[src/frustum_box_cull_test_assert.svh]
// ---------------------------------------------------------------------------
// frustum_box_cull_test assertion macros
// Shared concurrent assertion forms for the box cull pipeline.
// ---------------------------------------------------------------------------
`ifndef FRUSTUM_BOX_CULL_TEST_ASSERT_SVH
`define FRUSTUM_BOX_CULL_TEST_ASSERT_SVH

// same-cycle implication
`define FBCT_ASSERT_IMPL(lbl, clk, rst_n, ante, cons) \
  lbl: assert property (@(posedge clk) disable iff (!rst_n) (ante) |-> (cons)) \
    else $error("%m: implication check failed");

// next-cycle implication
`define FBCT_ASSERT_NEXT(lbl, clk, rst_n, ante, cons) \
  lbl: assert property (@(posedge clk) disable iff (!rst_n) (ante) |=> (cons)) \
    else $error("%m: next-cycle check failed");

`endif

[src/fbct_pkg.sv]
// ---------------------------------------------------------------------------
// fbct_pkg
// Types and constants of the frustum box cull test.
// ---------------------------------------------------------------------------
package fbct_pkg;

  localparam int NUM_REGS   = 6;
  localparam int CFG_IDX_W  = 3;
  localparam int CFG_DATA_W = 64;
  localparam int NORM_W     = 16;
  localparam int OFF_W      = 16;
  localparam int FRAC_W     = 14;
  localparam int OFF_TERM_W = OFF_W + FRAC_W;
  localparam int NUM_AXES   = 3;

  // register packing: offset in the top field, then nz, ny, nx
  typedef struct packed {
    logic signed [OFF_W-1:0]  off;
    logic signed [NORM_W-1:0] nz;
    logic signed [NORM_W-1:0] ny;
    logic signed [NORM_W-1:0] nx;
  } plane_t;

endpackage

[src/fbct_plane_eval.sv]
// ---------------------------------------------------------------------------
// fbct_plane_eval
// Far-corner distance of a box against one plane: a product stage, then a
// sum and sign stage. Flags the plane when the distance is negative.
// ---------------------------------------------------------------------------
`include "frustum_box_cull_test_assert.svh"

module fbct_plane_eval #(
  parameter int COORD_BITS = 16
) (
  input  logic                         clk,
  input  logic                         rst_n,
  input  fbct_pkg::plane_t             plane_i,
  input  logic signed [COORD_BITS-1:0] lo_i [fbct_pkg::NUM_AXES],
  input  logic signed [COORD_BITS-1:0] hi_i [fbct_pkg::NUM_AXES],
  output logic                         neg_o
);

  localparam int PW = COORD_BITS + fbct_pkg::NORM_W;
  localparam int SW = ((PW > fbct_pkg::OFF_TERM_W) ? PW : fbct_pkg::OFF_TERM_W) + 2;

  logic signed [fbct_pkg::NORM_W-1:0]     nrm [fbct_pkg::NUM_AXES];
  logic signed [PW-1:0]                   prod_nxt [fbct_pkg::NUM_AXES];
  logic signed [PW-1:0]                   prod_r [fbct_pkg::NUM_AXES];
  logic signed [fbct_pkg::OFF_TERM_W-1:0] off_term;
  logic signed [SW-1:0]                   sum_nxt;
  logic                                   neg_r;

  assign nrm[0] = plane_i.nx;
  assign nrm[1] = plane_i.ny;
  assign nrm[2] = plane_i.nz;

  // negative normal takes the low corner, otherwise the high one
  always_comb begin
    for (int k = 0; k < fbct_pkg::NUM_AXES; k++) begin
      prod_nxt[k] = PW'(nrm[k]) *
                    PW'(nrm[k][fbct_pkg::NORM_W-1] ? lo_i[k] : hi_i[k]);
    end
  end

  always_ff @(posedge clk) begin
    for (int k = 0; k < fbct_pkg::NUM_AXES; k++) begin
      prod_r[k] <= prod_nxt[k];
    end
  end

  assign off_term = {plane_i.off, {fbct_pkg::FRAC_W{1'b0}}};
  assign sum_nxt  = SW'(prod_r[0]) + SW'(prod_r[1]) + SW'(prod_r[2]) + SW'(off_term);

  always_ff @(posedge clk) begin
    neg_r <= sum_nxt[SW-1];
  end

  assign neg_o = neg_r;

  // an all-zero plane held over both stages never culls
  `FBCT_ASSERT_IMPL(a_zero_plane_keeps, clk, rst_n,
    $past(plane_i == '0) && $past(plane_i == '0, 2), !neg_r)

endmodule

[config.mk]
export PLATFORM = sky130hd
export DESIGN_NAME = fbct_plane_eval
export DESIGN_NICKNAME = d
export VERILOG_FILES = /design/src/fbct_pkg.sv /design/src/fbct_plane_eval.sv
export VERILOG_INCLUDE_DIRS = /design/src /design/src/src
export SDC_FILE = /design/constraint.sdc
export NUM_CORES = 2
export LEC_CHECK = 0
export BUFFER_PORTS_ARGS = -buffer_cell sky130_fd_sc_hd__buf_2
export CAP_MARGIN = 10
export CORE_ASPECT_RATIO = 0.7
export CORE_MARGIN = 5
export CORE_UTILIZATION = 40
export DETAILED_ROUTE_END_ITERATION = 8
export GPL_TIMING_DRIVEN = 0
export PLACE_DENSITY = 0.57
export SYNTH_ARGS = -nofsm -noshare
export SYNTH_HDL_FRONTEND = slang
export SYNTH_SLANG_ARGS = --single-unit
[constraint.sdc]
create_clock -name clk -period 10.1 [get_ports clk]
set_input_delay 1.01 -clock clk [delete_from_list [all_inputs] [get_ports clk]]
set_output_delay 1.01 -clock clk [all_outputs]
set_load 0.005 [all_outputs]
==> impl_metrics.env <==
export IMPL_synth_top_area_cell="fa_1"
export IMPL_holdCritPathClass="reg -> reg"
export IMPL_fin_area_um2=36400
export IMPL_wl_per_cell_um=18.1
export IMPL_htreeDepth=3
export IMPL_antenna_found_initial=3
export IMPL_port_buffers=161
export IMPL_avgSynthCellArea_um2=9.56
export IMPL_place_area_um2=36100
export IMPL_worstPathArrival_ps=8880
export IMPL_initial_core_util_pct=40.3
export IMPL_whs_ps=886
export IMPL_n_fill_cell=8366
export IMPL_slew_viol_final=0
export IMPL_synth_cell_types=63
export IMPL_die_area_um2=90800
export IMPL_grt_remaining_overflow=0
export IMPL_dp_hpwl_um=79700
export IMPL_startpoint="plane_i[15]"
export IMPL_drc_errors=0
export IMPL_cts_resized=0
export IMPL_hold_viol=0
export IMPL_cp_start_kind="input pin"
export IMPL_yosysMostFrequentCell="inv_1"
export IMPL_viasPerCell=4.84
export IMPL_dr_total_vias=23600
export IMPL_cts_num_sinks=97
export IMPL_syn_num_nets=4834
export IMPL_cts_setup_buffers=0
export IMPL_dieWidth_um=358
export IMPL_path_clk_slew_ps=80
export IMPL_drt_total_wl_um=87800
export IMPL_slew_headroom_pct=19.2
export IMPL_die_height_um=254
export IMPL_hp_start="prod_r[0][95]$_DFF_P_"
export IMPL_synth_edf_count=0
export IMPL_synth_top_area_share_pct=49.4
export IMPL_grt_first_pass_wirelength_um=143000
export IMPL_cts_tree="yes"
export IMPL_setup_violations=0
export IMPL_clock_latency_ps=370
export IMPL_syn_inst=3547
export IMPL_maxCapViolCount=0
export IMPL_synth_cell_area_um2=33900
export IMPL_routabilityCongestion=0.941
export IMPL_required_ps=10400
export IMPL_fin_skew_ps=8.02
export IMPL_fp_row_count=89
export IMPL_grt_start_max_net_pins=21
export IMPL_ys_warn_count=0
export IMPL_ys_seq_area_share_pct=5.73
export IMPL_ios=163
export IMPL_dr_pass1_iters=5
export IMPL_ant_nets=0
export IMPL_synth_area_leaders="fa_1 49%, ha_1 11%, inv_1 9.5%"
export IMPL_tns_ps=0
export IMPL_synth_common_cells="855 x inv_1, 836 x fa_1, 372 x nand2_1"
export IMPL_rsz0062_at_grt="no"
export IMPL_track_usage_pct=20.3
export IMPL_ys_flop_type="dfxtp_1"
export IMPL_worst_pin_slew_ps=1180
export IMPL_crit_path_end_kind="register"
export IMPL_final_layout_size_suffix_gt1_share_pct=6.39
export IMPL_status="completed"
export IMPL_timing_final_crit_share_pct=85.0
export IMPL_cts_buffers=9
export IMPL_regToRegStartpoint="prod_r[0][31]$_DFF_P_"
export IMPL_async_flop_share_pct=0
export IMPL_drt_iter0_markers=1387
export IMPL_first_global_vias=24900
export IMPL_final_nets=5006
export IMPL_area_growth_pct=7.49
export IMPL_critical_path_class="in -> reg"
export IMPL_fmax_mhz=116
export IMPL_fin_crit_ps=8580
export IMPL_clock_path_buffers=2
export IMPL_ctsHoldBuffers=0
export IMPL_path_max_fanout=10
export IMPL_core_um2=84200
export IMPL_synth_seq_cells=97
export IMPL_cts_root_buf="clkbuf_16"
-- worst paths after layout --
| kind | slack [ps] | cells past startpoint | end |
|---|---|---|---|
| worst max register to register | 6280 | 11 | neg_o$_DFF_P_ |
| worst min-delay path | 890 | 4 | neg_o$_DFF_P_ |
| worst min register to register | 890 | 4 | neg_o$_DFF_P_ |
| worst max-delay path | 1520 | 21 | prod_r[0][31]$_DFF_P_ |
-- placed cells by master (no fill, tap or decap), types with 4 or more instances in the layout --
| cell type | Yosys | final |
|---|---|---|
| mux2_2 | 45 | 45 |
| a221oi_1 | 5 | 5 |
| nand2_1 | 372 | 372 |
| a21oi_1 | 65 | 65 |
| mux2i_1 | 4 | 4 |
| clkbuf_1 | 107 | 107 |
| a211oi_1 | 14 | 14 |
| dfxtp_1 | 97 | 97 |
| inv_1 | 855 | 855 |
| or3_1 | 6 | 6 |
| clkbuf_16 | 0 | 9 |
| buf_1 | 4 | 4 |
| nand3_1 | 23 | 23 |
| o21a_1 | 14 | 14 |
| ha_1 | 289 | 289 |
| o21bai_1 | 6 | 6 |
| and3_1 | 9 | 9 |
| nor4_1 | 7 | 7 |
| a211o_1 | 4 | 4 |
| and2_1 | 340 | 340 |
| nor3_1 | 11 | 11 |
| nand2b_1 | 27 | 27 |
| a2111oi_0 | 4 | 4 |
| xor2_1 | 22 | 22 |
| o21ai_0 | 46 | 46 |
| nor2b_1 | 44 | 44 |
| nor2_1 | 86 | 86 |
| fa_1 | 836 | 836 |
| buf_2 | 0 | 161 |
| o211ai_1 | 8 | 8 |
| nand4_1 | 12 | 12 |
| a31oi_1 | 6 | 6 |
| xnor2_1 | 79 | 79 |
| a21o_1 | 50 | 50 |
-- sequential cells by signal (all words and copies together), names as in the netlist --
name    count
neg_o       1
prod_r     96
-- critical path, stage by stage --
cell and delay, ps:
buf_2 100, clkbuf_1 370, mux2_2 470, clkbuf_1 310
nand2_1 210, inv_1 100, fa_1 640, fa_1 870
inv_1 160, fa_1 500, inv_1 50, fa_1 560
fa_1 430, fa_1 440, ha_1 370, a211oi_1 840
o2111ai_1 270, a31oi_1 590, o31ai_1 190, a21oi_1 200
xnor2_1 160
-- cells by family after synthesis --
logic type               Yosys count  share of synthesized area [%]
buffers and inverters            966                           10.7
multiplexers                      49                           1.61
XOR/XNOR                         101                           2.61
flip-flops                        97                           5.73
AO/OA/AOI/OAI                    260                           5.24
adder cells (fa/ha/maj)         1125                           60.0
AND/OR/NAND/NOR                  949                           14.1
-- through the flow --
| stage | setup WS [ps] | utilization (%) | instances |
|---|---|---|---|
| after global placement | 1080 | 42.9 | 4845 |
| after global routing | 974 | 43.3 | 4862 |
| after detailed placement | 1100 | 42.9 | 4845 |
| final | 1520 | 43.3 | 4864 |
| after floorplan | 2660 | - | 3547 |
| after CTS | 1500 | 43.3 | 4861 |
-- per-layer routing --
metal / global-route usage (%) / vias up / wire (um)
met2: 27.2 / 690 / 33800
li1: - / 10900 / -
met3: 6.41 / 46 / 8440
met4: 2.08 / 0 / 825
met5: 0 / - / 0
met1: 32.8 / 11900 / 44800
-- final cells by class --
class | instances | area [um^2] | area share [%]
sequential | 97 | 1940 | 5.33
multi-input combinational | 2484 | 28300 | 77.7
buffer | 111 | 417 | 1.14
clock buffer | 9 | 225 | 0.618
timing repair buffer | 161 | 806 | 2.21
antenna | 3 | 7.51 | 0.0206
clock inverter | 7 | 78.8 | 0.216
tap | 1137 | 1420 | 3.90
inverter | 855 | 3210 | 8.81
Power is not shown: default switching activity piles up to over one toggle a cycle in this logic, so the estimate is an artifact.
